--- config.mk ---
export PLATFORM = sky130hd
export DESIGN_NAME = ptrk_ram
export DESIGN_NICKNAME = d
export VERILOG_FILES = /design/src/rtl/core/ptrk_pkg.sv /design/src/rtl/core/ptrk_ram.sv
export SDC_FILE = /design/constraint.sdc
export NUM_CORES = 2
export LEC_CHECK = 0
export ABC_CLOCK_PERIOD_IN_PS = 17600
export BUFFER_PORTS_ARGS = -buffer_cell sky130_fd_sc_hd__buf_2
export CAP_MARGIN = 40
export CORE_ASPECT_RATIO = 2
export CORE_UTILIZATION = 44
export CTS_BUF_LIST = sky130_fd_sc_hd__clkbuf_8
export DETAILED_ROUTE_END_ITERATION = 8
export GPL_TIMING_DRIVEN = 0
export HOLD_SLACK_MARGIN = 0.06
export PLACE_DENSITY = 0.68
export SLEW_MARGIN = 0
export SYNTH_ARGS = -nofsm -noshare
export SYNTH_HDL_FRONTEND = slang
export SYNTH_SLANG_ARGS = --single-unit
--- constraint.sdc ---
create_clock -name aclk -period 17.6 [get_ports aclk]
set_clock_uncertainty 0.05 [all_clocks]
set_input_delay 1.76 -clock aclk [delete_from_list [all_inputs] [get_ports aclk]]
set_output_delay 1.76 -clock aclk [all_outputs]
set_load 0.02 [all_outputs]
--- src/rtl/core/ptrk_pkg.sv ---
// ----------------------------------------------------------------------------
// ptrk_pkg
// Shared types, constants and helpers of the people crossing tracker.
// ----------------------------------------------------------------------------
package ptrk_pkg;

    localparam int MAX_OBJECTS_DEF = 16;

    localparam logic signed [15:0] LINE_Y_RST    = 16'sd102;
    localparam logic [14:0]        MIN_TRAVEL_RST = 15'd614;
    localparam logic [14:0]        MOVED_THR_RST  = 15'd102;

    localparam logic [1:0] OP_START  = 2'd0;
    localparam logic [1:0] OP_DETECT = 2'd1;
    localparam logic [1:0] OP_AUDIT  = 2'd2;

    localparam logic [1:0] REG_LINE_Y     = 2'd0;
    localparam logic [1:0] REG_MIN_TRAVEL = 2'd1;
    localparam logic [1:0] REG_MOVED_THR  = 2'd2;

    typedef struct packed {
        logic [15:0]        ident;
        logic signed [15:0] center_x;
        logic signed [15:0] center_y;
        logic signed [15:0] origin_x;
        logic signed [15:0] origin_y;
        logic signed [15:0] box_max_y;
        logic signed [15:0] box_min_y;
        logic signed [15:0] box_max_x;
        logic signed [15:0] box_min_x;
        logic [31:0]        movement_sq;
    } entry_t;

    function automatic logic signed [21:0] times10(input logic signed [15:0] v);
        logic signed [21:0] e;
        e = 22'(v);
        return (e <<< 3) + (e <<< 1);
    endfunction

endpackage

--- src/rtl/core/ptrk_ram.sv ---
// ----------------------------------------------------------------------------
// ptrk_ram
// Entry table: one write port, one read port with registered data.
// ----------------------------------------------------------------------------
module ptrk_ram #(
    parameter int DEPTH = ptrk_pkg::MAX_OBJECTS_DEF
) (
    input  logic                          aclk,
    input  logic                          we,
    input  logic [$clog2(DEPTH)-1:0]      waddr,
    input  ptrk_pkg::entry_t              wdata,
    input  logic                          re,
    input  logic [$clog2(DEPTH)-1:0]      raddr,
    output ptrk_pkg::entry_t              rdata_reg
);
    ptrk_pkg::entry_t mem [DEPTH];

    always_ff @(posedge aclk) begin
        if (we) begin
            mem[waddr] <= wdata;
        end
        if (re) begin
            rdata_reg <= mem[raddr];
        end
    end
endmodule
## After elaboration in Yosys (flattened, before gate mapping)

Memories as Yosys holds them, arrays and structs flattened. A register that Yosys moved wholly into a read port is not among the register bits.
Index checks and enable logic that the tools add are counted.

- Memories kept: 1
- Register bits after elaboration: 0
- Bits in writable memories: 2816
- Input port bits: 187

- Multiplexer cells: 2

Memories:

| memory | depth | width | read ports | clocked after memory_dff | write ports | RTL line | text |
|---|---|---|---|---|---|---|---|
| mem | 16 | 176 | 1 | 1 | 1 | ptrk_ram.sv:16 | `ptrk_pkg::entry_t mem [DEPTH];` |

Operators with widths:

| operator | number |
|---|---|
| 2-to-1 mux 1 bit | 2 |

## Depth between registers and ports, before layout

- Depth in word-level cells: 2
- Gate-level depth with buffers: 8
- Depth with buffers taken out: 3

## Worst setup path after synthesis

OpenSTA, ideal clock, no wires.

- Path kind: input to register
- From: input port waddr[2]
- To: memory mem[0][0] in the netlist's numbering (enable)
- Buffers on the path: 0
- Cell stages on the path: 2
- Path slack: 2.489 ns
- Arrival: 14.131 ns
- Path through: or3b_2 -> nor3_1

RTL lines:

| item | RTL line | text |
|---|---|---|
| start, declared | ptrk_ram.sv:10 | `input logic [$clog2(DEPTH)-1:0] waddr,` |
| end, declared | ptrk_ram.sv:16 |  |

Straight into the memory's write port.

## Worst setup path after layout

- From: input port we
- To: memory mem[12][152] in the netlist's numbering (enable)

- Longest elaborated chain between the ends: 2

RTL lines:

| item | RTL line | text |
|---|---|---|
| start, declared | ptrk_ram.sv:9 | `input logic we,` |
| 2-to-1 mux 1 bit | ptrk_ram.sv:19 | `if (we) begin` |
| 2-to-1 mux 1 bit (implied by the code) | ptrk_ram.sv:20 | `mem[waddr] <= wdata;` |

No other way between the ends.

==> results.md <==
* Run status: complete, no violations
* FF-to-FF path depth at 3
* Area of the multi-input gates at 20,000 µm²
* Global Route Usage Sum at 23.3%
* Die W at 357 µm
* Largest net degree at the start of global routing at 77
* Root Buffer: clkbuf_8
* Critical path startpoint category: input pin
* Dpl cells at 8,523
* I/O pins at 363
* TritonCTS clock tree: built
* Most common cell after layout, fill and taps aside: edfxtp_1
* TritonCTS buffer count at 406
* CP Capture Point: mem[12][152]
* First-pass GRT wire length at 416,000 µm
* EDFF count, synth at 2,992
* CP Max Fanout at 8
* Fin nets at 5,844
* Register clock-pin slew on the reported worst setup and hold paths at 0.07 ns
* FF-to-FF Start: mem[7][50]
* ANT nets after route at 0
* Clk network pwr share at 36.7%
* Initial antenna violation count at 86
* Rows at 260
* Yosys warning count at 0
* Seq/Total Area, Yosys at 81.0%
* Worst Hold Class: flop to flop
* Setup bufs post-CTS at 0
* Clk_lat worst skew at 1.05 ns
* Final wirelength at 296,000 µm
* Cell variety after synth at 26
* CP required at 18.27 ns
* Synth async-reset ratio at 0%
* Ys flop type: edfxtp_1
* Power Density at 109 nW/µm²
* Syn Area/Cell at 24.1 µm²
* Longest Clk Path Bufs at 4
* Overall power at 0.0141 W
* DR vias at 54,100
* Grt total ovfl at 0
* Layout area overhead at 16.5%
* H-Tree Depth at 5
* 1st-iter DRT viols at 5,825
* IO Port Bufs at 360
* Hold WS at 0.694 ns
* Synth Instances at 4,601
* Int Power at 0.0109 W
* Flop2flop setup slack at 15.78 ns
* CTS resizes at 0
* Clock Sink Count at 2,992
* DRC at 0
* Crit path time final at 4.13 ns
* Most frequent cells in the layout: edfxtp_1, mux4_2, buf_2, clkbuf_8, a22oi_1
* RSZ-0062 raised after global routing: false
* Register Area at 89,800 µm²
* Post-Layout Cell Count at 9,278
* Setup violators final at 0
* Vias per cell at 5.83
* Hold_buf cts at 0
* Arr. time, crit path at 4.81 ns
* Avg WL per Cell at 31.9 µm
* Post-Syn Nets at 4,788
* Setup TNS Final at 0 ns
* Flip-flop and latch count after synthesis at 2,992
* Starting Density at 44.3%
* Final Cell Area at 129,000 µm²
* Logic pwr share at 5.9%
* WS Path Type: input pin to flop
* HPWL after DPL at 201,000 µm
* Final hold viol count at 0
* Max-Cap Viols at 0
* Via count of the first global-routing pass at 56,600
* Die area at 254,000 µm²
* Sequential power share at 57.4%
* Fmax achieved at 242 MHz
* Drt first pass iters at 6
* Placed Area at 121,000 µm²
* Final Max Tran Viols at 0
* RD Place Congestion at 0.758
* Relative slew slack at 37.4%
* Switching Share at 22.6%
* Least-Margin Pin Slew at 0.938 ns
* Share of post-route cells with drive strength above 1 at 34.6%
* Maximum VDD drop at 0.0000783 V
* Post-synthesis cell area at 111,000 µm²
* LEAKAGE at 41.9 nW
* Final period util at 23.5%
* Max reg flops at 2,816
* CP endpoint kind: flop
* CP startpoint: we
* FILL cells at 19,200
* RR Endpoint: rdata_reg[50]
* Core area at 250,000 µm²
* Die Ht at 712 µm
* Sw Pwr at 0.00319 W
metal layers:
layer / wire length, µm / part of all wire, % / vias to the layer above / track usage [%]
li1: - / - / 22000 / -
met1: 105000 / 35 / 28700 / 28.3
met2: 154000 / 52 / 2662 / 40.2
met3: 26200 / 8.9 / 628 / 5.48
met4: 11500 / 3.9 / 56 / 8.66
met5: 346 / 0.12 / - / 0
final cells by class:
class	instances	share of cell area, %
clock buffer	415	4.42
clock inverter	309	1.56
timing repair buffer	648	4.85
buffer	244	0.892
antenna	30	0.0581
sequential	2992	69.5
tap	3275	3.17
multi-input combinational	1365	15.5
power groups by stage:
stage / logic (W) / clock network, W / registers, W
after floorplan: 0.000382 / 0 / 0.00828
after global placement: 0.000778 / 0 / 0.00829
after detailed placement: 0.000844 / 0 / 0.00823
after CTS: 0.000846 / 0.00528 / 0.00808
after global routing: 0.000878 / 0.00554 / 0.00809
final: 0.000833 / 0.00517 / 0.00808
synthesized netlist by cell type, types with 18 or more instances:
library cell  instances  share of area (%)
a221oi_1             18               0.14
a22oi_1             296                2.0
buf_1                22              0.074
buf_2                96               0.43
clkbuf_1            104               0.35
edfxtp_1           2992                 81
mux2_2               85               0.86
mux2i_1              36               0.32
mux4_2              657                 13
nand2_1             131               0.44
nand2b_1             22               0.12
nor2b_1              35               0.20
o21ai_0              20              0.090
o221ai_1             29               0.23
how the worst min path moves through the flow:
stage / start / to / slack [ns] / depth (start not counted)
after floorplan: mem[14][0] / rdata_reg[0] / 0.66 / 3
after global placement: mem[12][42] / rdata_reg[42] / 0.68 / 3
after detailed placement: mem[14][11] / rdata_reg[11] / 0.68 / 3
after CTS: mem[14][49] / rdata_reg[49] / 0.69 / 3
after global routing: mem[14][49] / rdata_reg[49] / 0.73 / 3
final: mem[14][11] / rdata_reg[11] / 0.69 / 3
critical path, stage by stage:
cell and delay (ns):
buf_2 0.10, nand3_1 0.30, nor3_2 0.63, buf_4 0.33, buf_4 0.24, buf_6 0.18
buf_6 0.16, buf_4 0.21, buf_4 0.24, buf_4 0.23, buf_4 0.19, buf_4 0.18
per-stage QoR:
| step | setup slack, ns | util (%) |
|---|---|---|
| after floorplan | 2.49 | - |
| after global placement | -14.57 | 46.6 |
| after detailed placement | 12.40 | 48.5 |
| after CTS | 13.55 | 51.5 |
| after global routing | 13.32 | 51.5 |
| final | 13.47 | 51.6 |
cell families after synthesis:
logic type	count (synthesis)	share of synthesized area (%)
buffers and inverters	244	1.03
AOI/OAI and AO/OA	372	2.54
DFF	2992	81.0
and+or+nand+nor	215	0.885
muxes	778	14.5
No activity file was read; power rests on OpenSTA's default activity.
