**config.mk**
```make
export PLATFORM = sky130hd
export DESIGN_NAME = ptrk_sq
export DESIGN_NICKNAME = d
export VERILOG_FILES = /design/src/rtl/core/ptrk_sq.sv
export SDC_FILE = /design/constraint.sdc
export NUM_CORES = 1
export LEC_CHECK = 0
export ABC_CLOCK_PERIOD_IN_PS = 6360
export BUFFER_PORTS_ARGS = -buffer_cell sky130_fd_sc_hd__buf_2
export CORE_AREA = 2 2 166 135
export CTS_CLUSTER_DIAMETER = 150
export CTS_CLUSTER_SIZE = 16
export DETAILED_ROUTE_END_ITERATION = 10
export DIE_AREA = 0 0 168 137
export HOLD_SLACK_MARGIN = 0.06
export PLACE_DENSITY = 0.67
export SYNTH_ARGS = -nofsm -noshare
export SYNTH_HDL_FRONTEND = slang
export SYNTH_SLANG_ARGS = --single-unit
```
**constraint.sdc**
```tcl
create_clock -name aclk -period 6.36 [get_ports aclk]
set_input_delay 0.636 -clock aclk [delete_from_list [all_inputs] [get_ports aclk]]
set_output_delay 0.636 -clock aclk [all_outputs]
set_load 0.01 [all_outputs]
```
**src/rtl/core/ptrk_sq.sv**
```systemverilog
// ----------------------------------------------------------------------------
// ptrk_sq
// Shared registered squarer for distances and threshold squares.
// ----------------------------------------------------------------------------
module ptrk_sq (
    input  logic               aclk,
    input  logic signed [16:0] operand,
    output logic [32:0]        square_reg
);
    logic signed [33:0] product;

    assign product = operand * operand;

    always_ff @(posedge aclk) begin
        square_reg <= product[32:0];
    end
endmodule

```
* Yosys cells after proc, flatten, opt, wreduce, memory -nomap -nowiden
Index checks and enable logic that the tools add are counted.
** Storage, ports and cells
- Bits in writable memories :: 0
- Output and inout bits :: 33
- Word-level logic and storage cells :: 2
- Bits in registers :: 33
- Bits in read-only memories :: 0
- Memories kept :: 0
- Latch bits :: 0
** Operators by class
- Magnitude comparators :: 0
- Mux-type cells :: 0
- Bitwise operators :: 0
- Shift-type cells :: 0
- Add/subtract/negate cells :: 0
- Reductions and logical operators :: 0
- Divide/modulo/power cells :: 0
- Eq/ne operators :: 0
- Multipliers :: 1
** Operator list (count)
- multiplier 17 x 17 -> 33 bit :: 1

* Depth between registers and ports, before layout
Gate-level depths: netlist of run 1.
- Depth after elaboration :: 1
- Mapped depth :: 24
- Depth with buffers taken out :: 22

* Least setup slack after synthesis of run 1
No wires, ideal clock.
- Kind :: input to register
- From :: input port operand[2]
- To :: register square_reg[30]
- Library setup time :: 0.123 ns
- Slack :: 0.226 ns
- Stages :: 22
- Arrival :: 6.010 ns
- Cell sequence :: clkbuf_1 > clkbuf_1 > and2_1 > fa_1 > inv_1 > fa_1 > inv_1 > fa_1 > fa_1 > fa_1 > inv_1 > fa_1 > inv_1 > ha_1 > clkbuf_1 > a21o_1 > a21o_1 > a21oi_1 > nor2_1 > a211oi_1 > a31oi_2 > xor2_1
** Between the ends
- Cells in the longest elaborated chain, start to end :: 1
** Ends and longest elaborated chain
- start: declaration :: RTL line 7 : input logic signed [16:0] operand,
- multiplier 17 x 17 -> 33 bit :: RTL line 12 : assign product = operand * operand;
- via product[30] :: RTL line 10 : logic signed [33:0] product;
- end signal: assignment :: RTL line 15 : square_reg <= product[32:0];
- end: declaration :: RTL line 8 : output logic [32:0] square_reg
The timed path passes the listed nets, and every way through them passes these cells.

* Final worst setup path of run 1
- From :: input port operand[7]
- To :: register square_reg[32]
Same word-level chain as after synthesis.

==> impl_metrics.json, run 1 <==
{
  "outcome": "finished clean",
  "synthFlopType": "dfxtp_1",
  "grt_pass1_wl_um": 38500,
  "yosysMostFrequentCell": "inv_1",
  "layout.nets": 1558,
  "pin_count": 51,
  "critPathRequiredTime_ns": 6.51,
  "setup_slack_ns": 0.298,
  "place_congestion": 0.912,
  "detailed_place_hpwl_um": 19700,
  "grt_use_total_pct": 21.4,
  "die_x_um": 168,
  "viasPerCell": 4.94,
  "diodes": 0,
  "critical_path.startpoint_type": "input port",
  "drt-total-wl_um": 22200,
  "rsz0062_at_grt": "false",
  "dpl_worst_slack_ns": 0.0251,
  "cp_max_fo": 13,
  "first_pass_iters": 4,
  "dieArea_um2": 23000,
  "synth_area_per_cell_um2": 9.43,
  "syn_area_um2": 10500,
  "gr-total-overflow": 0,
  "vias": 7248,
  "timing.final.hold_violations": 0,
  "critPathKind": "in2reg",
  "largest_reg_flops": 32,
  "cts-root-buf": "clkbuf_16",
  "core_um2": 21300,
  "rows": 48,
  "clk_path_buf_depth": 2,
  "syn_to_final_growth_pct": 9.34,
  "cts_buffers": 5,
  "synth_top_area_share_pct": 49.7,
  "synth_area_leaders": "fa_1 50%, inv_1 13%, ha_1 10%, dfxtp_1 6.1%, and2_1 3.1%",
  "arrival_ns": 6.21,
  "tns_ns": 0,
  "synth_edf_count": 0,
  "nFillCells": 1931,
  "cap_violations": 0,
  "slew_violations": 0,
  "start_util_pct": 49.3,
  "antenna_found_initial": 0,
  "drive_above_1_share_pct": 10.5,
  "crit_path_end_kind": "flop",
  "ys_warn_count": 0,
  "fin_crit_sh_pct": 95.3,
  "avgRoutedWirePerCell_um": 15.1,
  "synthTopCellsByCount": "359 x inv_1, 261 x fa_1, 88 x ha_1",
  "ant_nets": 0,
  "drt_iter0_drc": 325,
  "synth_seq_cells": 32,
  "cts_setup_buffers": 0,
  "cts_sinks": 32,
  "port_buffers": 49,
  "synth_cell_types": 53,
  "final-setup-viol-count": 0,
  "grt_max_degree": 16,
  "fmax_mhz": 165,
  "yosysSeqAreaShare_pct": 6.09,
  "grt_pass1_vias": 7927,
  "drc": 0,
  "h-tree-depth": 2,
  "hp-class": "in2reg",
  "synthArstFlopShare_pct": 0,
  "synth_cells": 1115,
  "post_cts_hold_buffer_count": 0,
  "post-route-min-period_ns": 6.06,
  "cts_tree": "yes",
  "clk_pin_slew_worst_paths_ns": 0.05,
  "ctsResizeCount": 0,
  "die_y_um": 137,
  "synthesis.nets": 1482,
  "yosysTopAreaCell": "fa_1"
}
[per-stage QoR]
step / instance area [um2] / hold WS, ns / cells / util [%]
after global routing: 11500 / 0.636 / 1466 / 53.9
after global placement: 11300 / 0.907 / 1459 / 53.2
after detailed placement: 11300 / 0.907 / 1459 / 53.2
after CTS: 11500 / 0.618 / 1466 / 53.9
final: 11500 / 0.622 / 1466 / 53.9
after floorplan: 10500 / 0.664 / 1115 / -
[worst paths after layout]
path / from / endpoint / slack [ns] / cells past startpoint
setup / recovery: operand[7] / square_reg[32]$_DFF_P_ / 0.30 / 20
hold / removal: operand[0] / square_reg[0]$_DFF_P_ / 0.62 / 1
[per-layer routing]
metal	track usage [%]	vias to the layer above	routed length (um)
met5	0	-	0
met1	27.9	3698	9510
met2	39.9	157	11400
met3	1.62	25	918
li1	-	3368	-
met4	4.30	0	322
[cell usage in the layout, fill, tap and decap left out, types with 2 or more instances in the layout]
master / n
fa_1: 261
o21bai_1: 2
o21ai_1: 4
o311ai_1: 2
xor2_1: 13
ha_1: 88
nor3_1: 5
buf_2: 49
nand2_1: 86
nor2_1: 36
nand2b_1: 5
a21o_1: 15
o211ai_1: 3
clkbuf_8: 2
a21oi_1: 19
nor2b_1: 12
clkbuf_16: 5
a31oi_1: 5
and3_1: 3
a211oi_1: 3
xnor2_1: 28
a211o_1: 2
or2_2: 3
inv_1: 359
a31o_2: 4
o21a_1: 9
buf_4: 46
and3_4: 2
and2_1: 52
nand4_1: 4
o31ai_1: 3
o21ai_0: 7
dfxtp_1: 32
[worst max-delay path: stages]
cell and delay, ns:
buf_2 0.31, nand2_1 0.14, fa_1 0.59, inv_1 0.06, fa_1 0.50, inv_1 0.06, fa_1 0.53, inv_1 0.05
fa_1 0.44, fa_1 0.49, inv_1 0.05, fa_1 0.48, inv_1 0.05, ha_1 0.38, and3_4 0.24, a311o_2 0.42
a211oi_4 0.31, o31ai_1 0.14, a211oi_2 0.24, xnor2_1 0.10
[cells by family after synthesis]
family | synth area share, %
buffers and inverters | 13.8
DFF | 6.09
and+or+nand+nor | 10.0
adders and majority gates | 60.2
other | 0.0357
AOI/OAI and AO/OA | 6.35
muxes | 0.107
xor gates and xnor gates | 3.41
[layout make-up]
cell class,instances,area [um2],area share (%)
clock buffers,7,153,1.33
inverters,359,1350,11.7
multi-input cells,698,8420,73.3
flip-flops and latches,32,641,5.57
well taps,275,344,2.99
repair buffers,95,591,5.14
Power of run 1 is not shown: default switching activity piles up to over one toggle a cycle in this logic, so the estimate is an artifact.
==> run 2, diff against run 1 <==
SETUP_SLACK_MARGIN = 0.4   (was unset)
==> run 2 against run 1 <==
Compared with the run above:
- wire length up 4.5%
- cell area up 2.7%
- count of clock-buffer cells in the layout is 1 lower
- via count grew 1.2%
- die area unchanged
==> impl_metrics.json, run 2 (synthesis gave the netlist of run 1 again) <==
{
  "most-common-layout-cells": "355 x inv_1, 251 x fa_1, 84 x nand2_1, 82 x ha_1, 45 x and2_1",
  "cap_violations": 0,
  "cp_slowest_stage_delay_ns": 0.54,
  "critical_path.startpoint_type": "input port",
  "path_delay_family": "adder cells",
  "die_y_um": 137,
  "drc": 0,
  "hp-class": "in2reg",
  "drt-total-wl_um": 23200,
  "cts_sinks": 32,
  "critPathRequiredTime_ns": 6.51,
  "grt_use_total_pct": 21.8,
  "antenna_found_initial": 0,
  "path_buf_inv": 6,
  "grt_max_degree": 19,
  "avgRoutedWirePerCell_um": 15.8,
  "crit_chain": "buf_2, buf_6, and2_4, fa_1, inv_1, fa_2, fa_2, inv_1, fa_2, fa_1, inv_1, fa_1, inv_2, ha_4, and3_4, a21boi_2, a311o_2, a211oi_4, or4_4, nand2_1, xor2_1",
  "outcome": "finished clean",
  "drt_iter0_drc": 460,
  "diodes": 0,
  "setup_slack_ns": 0.541,
  "slew_headroom_pct": 63.7,
  "die_x_um": 168,
  "layout.nets": 1561,
  "drive_above_1_share_pct": 14.5,
  "dpl_worst_slack_ns": -0.00266,
  "tightest_slew_ns": 0.541,
  "nFillCells": 1863,
  "post-route-min-period_ns": 5.82,
  "cp_max_fo": 8,
  "rsz0062_at_grt": "false",
  "pin_count": 51,
  "fmax_mhz": 172,
  "syn_to_final_growth_pct": 12.3,
  "largest_reg_flops": 32,
  "final_common_cell": "inv_1",
  "post_cts_hold_buffer_count": 0,
  "cts_tree": "yes",
  "fin_crit_sh_pct": 91.5,
  "h-tree-depth": 2,
  "dieArea_um2": 23000,
  "vias": 7334,
  "crit_path_end_kind": "flop",
  "detailed_place_hpwl_um": 20500,
  "cts-root-buf": "clkbuf_16",
  "slowest_stage": "fa_2",
  "slew_violations": 0,
  "clk_path_buf_depth": 2,
  "arrival_ns": 5.97,
  "clk_pin_slew_worst_paths_ns": 0.05,
  "gr-total-overflow": 0,
  "timing.final.hold_violations": 0,
  "port_buffers": 49,
  "first_pass_iters": 5,
  "rows": 48,
  "viasPerCell": 4.99,
  "cts_buffers": 5,
  "grt_pass1_wl_um": 39200,
  "ant_nets": 0,
  "final-setup-viol-count": 0,
  "tns_ns": 0,
  "critPathKind": "in2reg",
  "core_um2": 21300,
  "place_congestion": 0.902,
  "start_util_pct": 49.3,
  "grt_pass1_vias": 7873
}
run 2: cell count changes in the layout (fill, tap and decap cells not counted), moves of 6 or more:
cell / previous run / this run
and2_4: 0 / 7
buf_6: 0 / 12
ha_1: 88 / 82
fa_2: 0 / 10
fa_1: 261 / 251
buf_2: 49 / 36
and2_1: 52 / 45
run 2: worst paths after layout:
kind / cells past startpoint / startpoint / slack, ns / endpoint
worst min-delay path: 2 / operand[0] / 0.83 / square_reg[0]$_DFF_P_
worst max-delay path: 21 / operand[2] / 0.54 / square_reg[28]$_DFF_P_
run 2: timing repair:
action / 4_1_cts / 5_1_grt
pin swaps: 0 / 17
cloned: 0 / 0
resized for setup: 3 / 80
endpoints found under the setup margin: 6 / 11
setup buffers: 0 / 6
endpoints found under the hold margin: 0 / 0
run 2: cell type report:
type	count	area [um2]	area share, %
flip-flops and latches	32	641	5.42
repair buffers	98	698	5.91
clock buffers	6	129	1.09
clock inverters	1	5.00	0.0424
inverters	359	1350	11.4
well taps	275	344	2.91
multi-input cells	698	8650	73.2
run 2: per-stage QoR:
| step | util [%] | instances | cell area [um2] | hold slack [ns] |
|---|---|---|---|---|
| 2_1_floorplan | - | 1115 | 10600 | 0.664 |
| 3_3_place_gp | 53.3 | 1456 | 11400 | 1.03 |
| 3_5_place_dp | 53.3 | 1456 | 11400 | 1.03 |
| 4_1_cts | 53.9 | 1463 | 11500 | 0.823 |
| 5_1_grt | 55.4 | 1469 | 11800 | 0.831 |
| 6_report | 55.4 | 1469 | 11800 | 0.833 |
run 2: routing by layer:
metal / global-route usage, % / routed length [um] / vias to the layer above
met5: 0 / 0 / -
met1: 32.1 / 10800 / 3727
li1: - / - / 3377
met3: 2.98 / 1580 / 21
met2: 35.6 / 10600 / 209
met4: 3.14 / 191 / 0
Power of run 2 is left out for the same reason.
==> run 3, diff against run 2 <==
CTS_BUF_LIST = sky130_fd_sc_hd__clkbuf_2 sky130_fd_sc_hd__clkbuf_4 sky130_fd_sc_hd__clkbuf_8   (was unset)
==> run 3 against run 2 <==
Compared with the run above:
- sequential share of layout area rose by 0.063 points
- largest cell class unchanged
- global-route usage did not move
- critical path type unchanged
- wire length barely moved
- maximum frequency fell by 0.20%
- die area did not move
==> impl_metrics.json, run 3 (synthesis gave the netlist of run 1 again) <==
{
  "outcome": "finished clean",
  "first_pass_iters": 5,
  "drc": 0,
  "crit_path_end_kind": "flop",
  "cp_max_fo": 12,
  "ant_nets": 0,
  "core_um2": 21300,
  "whs_path_depth": 2,
  "critical_path.startpoint_type": "input port",
  "fin_cells": 1466,
  "fin_crit_sh_pct": 91.7,
  "cts-root-buf": "clkbuf_8",
  "rows": 48,
  "fmax_mhz": 172,
  "slew_headroom_pct": 62.4,
  "critPathKind": "in2reg",
  "cts_tree": "yes",
  "start_util_pct": 49.3,
  "antenna_found_initial": 0,
  "grt_max_degree": 19,
  "die_x_um": 168,
  "drive_above_1_share_pct": 13.7,
  "min_from": "operand[0]",
  "final-setup-viol-count": 0,
  "post-route-min-period_ns": 5.83,
  "viasPerCell": 4.97,
  "drt_iter0_drc": 373,
  "h-tree-depth": 2,
  "cap_violations": 0,
  "grt_pass1_wl_um": 39200,
  "timing.final.hold_violations": 0,
  "drt-total-wl_um": 23200,
  "most-common-layout-cells": "355 x inv_1, 251 x fa_1, 85 x nand2_1, 82 x ha_1, 46 x and2_1",
  "avgRoutedWirePerCell_um": 15.8,
  "arrival_ns": 6.00,
  "hp-class": "in2reg",
  "syn_to_final_growth_pct": 11.0,
  "clk_path_buf_depth": 2,
  "clk_pin_slew_worst_paths_ns": 0.07,
  "cts_buffers": 5,
  "holdPathEnd": "square_reg[0]$_DFF_P_",
  "layout.nets": 1558,
  "grt_pass1_vias": 7874,
  "dp_cells": 1456,
  "post_cts_hold_buffer_count": 0,
  "tightest_slew_ns": 0.560,
  "final_common_cell": "inv_1",
  "pin_count": 51,
  "fin_util_pct": 54.8,
  "largest_reg_flops": 32,
  "port_buffers": 49,
  "dieArea_um2": 23000,
  "cts_sinks": 32,
  "die_y_um": 137,
  "rsz0062_at_grt": "true",
  "critPathRequiredTime_ns": 6.53,
  "detailed_place_hpwl_um": 20500,
  "grt_use_total_pct": 21.8,
  "gr-total-overflow": 0,
  "diodes": 0,
  "place_congestion": 0.902,
  "slew_violations": 0,
  "vias": 7286
}
==> run 3: repair_timing <==
action / in CTS / in global routing
buffers inserted: 0 / 3
endpoints found under the setup margin: 5 / 10
pin swaps: 0 / 14
gates resized for setup: 3 / 64
==> run 3: worst max-delay path by stage <==
stage	startpoint	to	slack [ns]	cells after the start
finish	operand[3]	square_reg[32]$_DFF_P_	0.53	21
global route	operand[4]	square_reg[32]$_DFF_P_	0.38	19
CTS	operand[7]	square_reg[32]$_DFF_P_	0.44	20
detailed placement	operand[3]	square_reg[32]$_DFF_P_	-0.003	21
global placement	operand[3]	square_reg[29]$_DFF_P_	0.07	19
floorplan	operand[16]	square_reg[26]$_DFF_P_	0.43	21
==> run 3: routing by layer <==
layer  vias up  part of all wire (%)  track usage (%)
met3        18                   6.5             2.98
met2       198                    45             35.6
met1      3707                    47             32.1
met5         -                     0                0
li1       3363                     -                -
met4         0                  0.75             3.14
==> run 3: through the flow <==
step	hold WS [ns]	setup WS [ns]	area [um2]	TNS, ns
after floorplan	0.664	0.429	10600	0
after global placement	1.03	0.0735	11400	0
after detailed placement	1.03	-0.00266	11400	-0.00509
after CTS	0.805	0.436	11400	0
after global routing	0.816	0.384	11700	0
final	0.825	0.530	11700	0
==> run 3: area by class of cell <==
type,instances,area [um2]
Multi-Input combinational cell,698,8610
Clock inverter,1,5.00
Sequential cell,32,641
Fill cell,1901,9640
Clock buffer,6,76.3
Inverter,359,1350
Tap cell,275,344
Timing Repair Buffer,95,654
==> run 3: worst max-delay path: stages <==
cell      delay, ns
buf_4          0.19
inv_2          0.09
nor2_1         0.18
ha_1           0.28
xor2_1         0.19
fa_1           0.51
fa_1           0.51
inv_1          0.05
fa_1           0.49
fa_1           0.49
inv_1          0.05
fa_1           0.47
inv_1          0.04
ha_1           0.29
and3_4         0.18
a21boi_2       0.15
a311o_2        0.39
a211oi_4       0.34
o31ai_2        0.11
a211oi_2       0.24
xnor2_1        0.10
Power of run 3 is left out for the same reason.
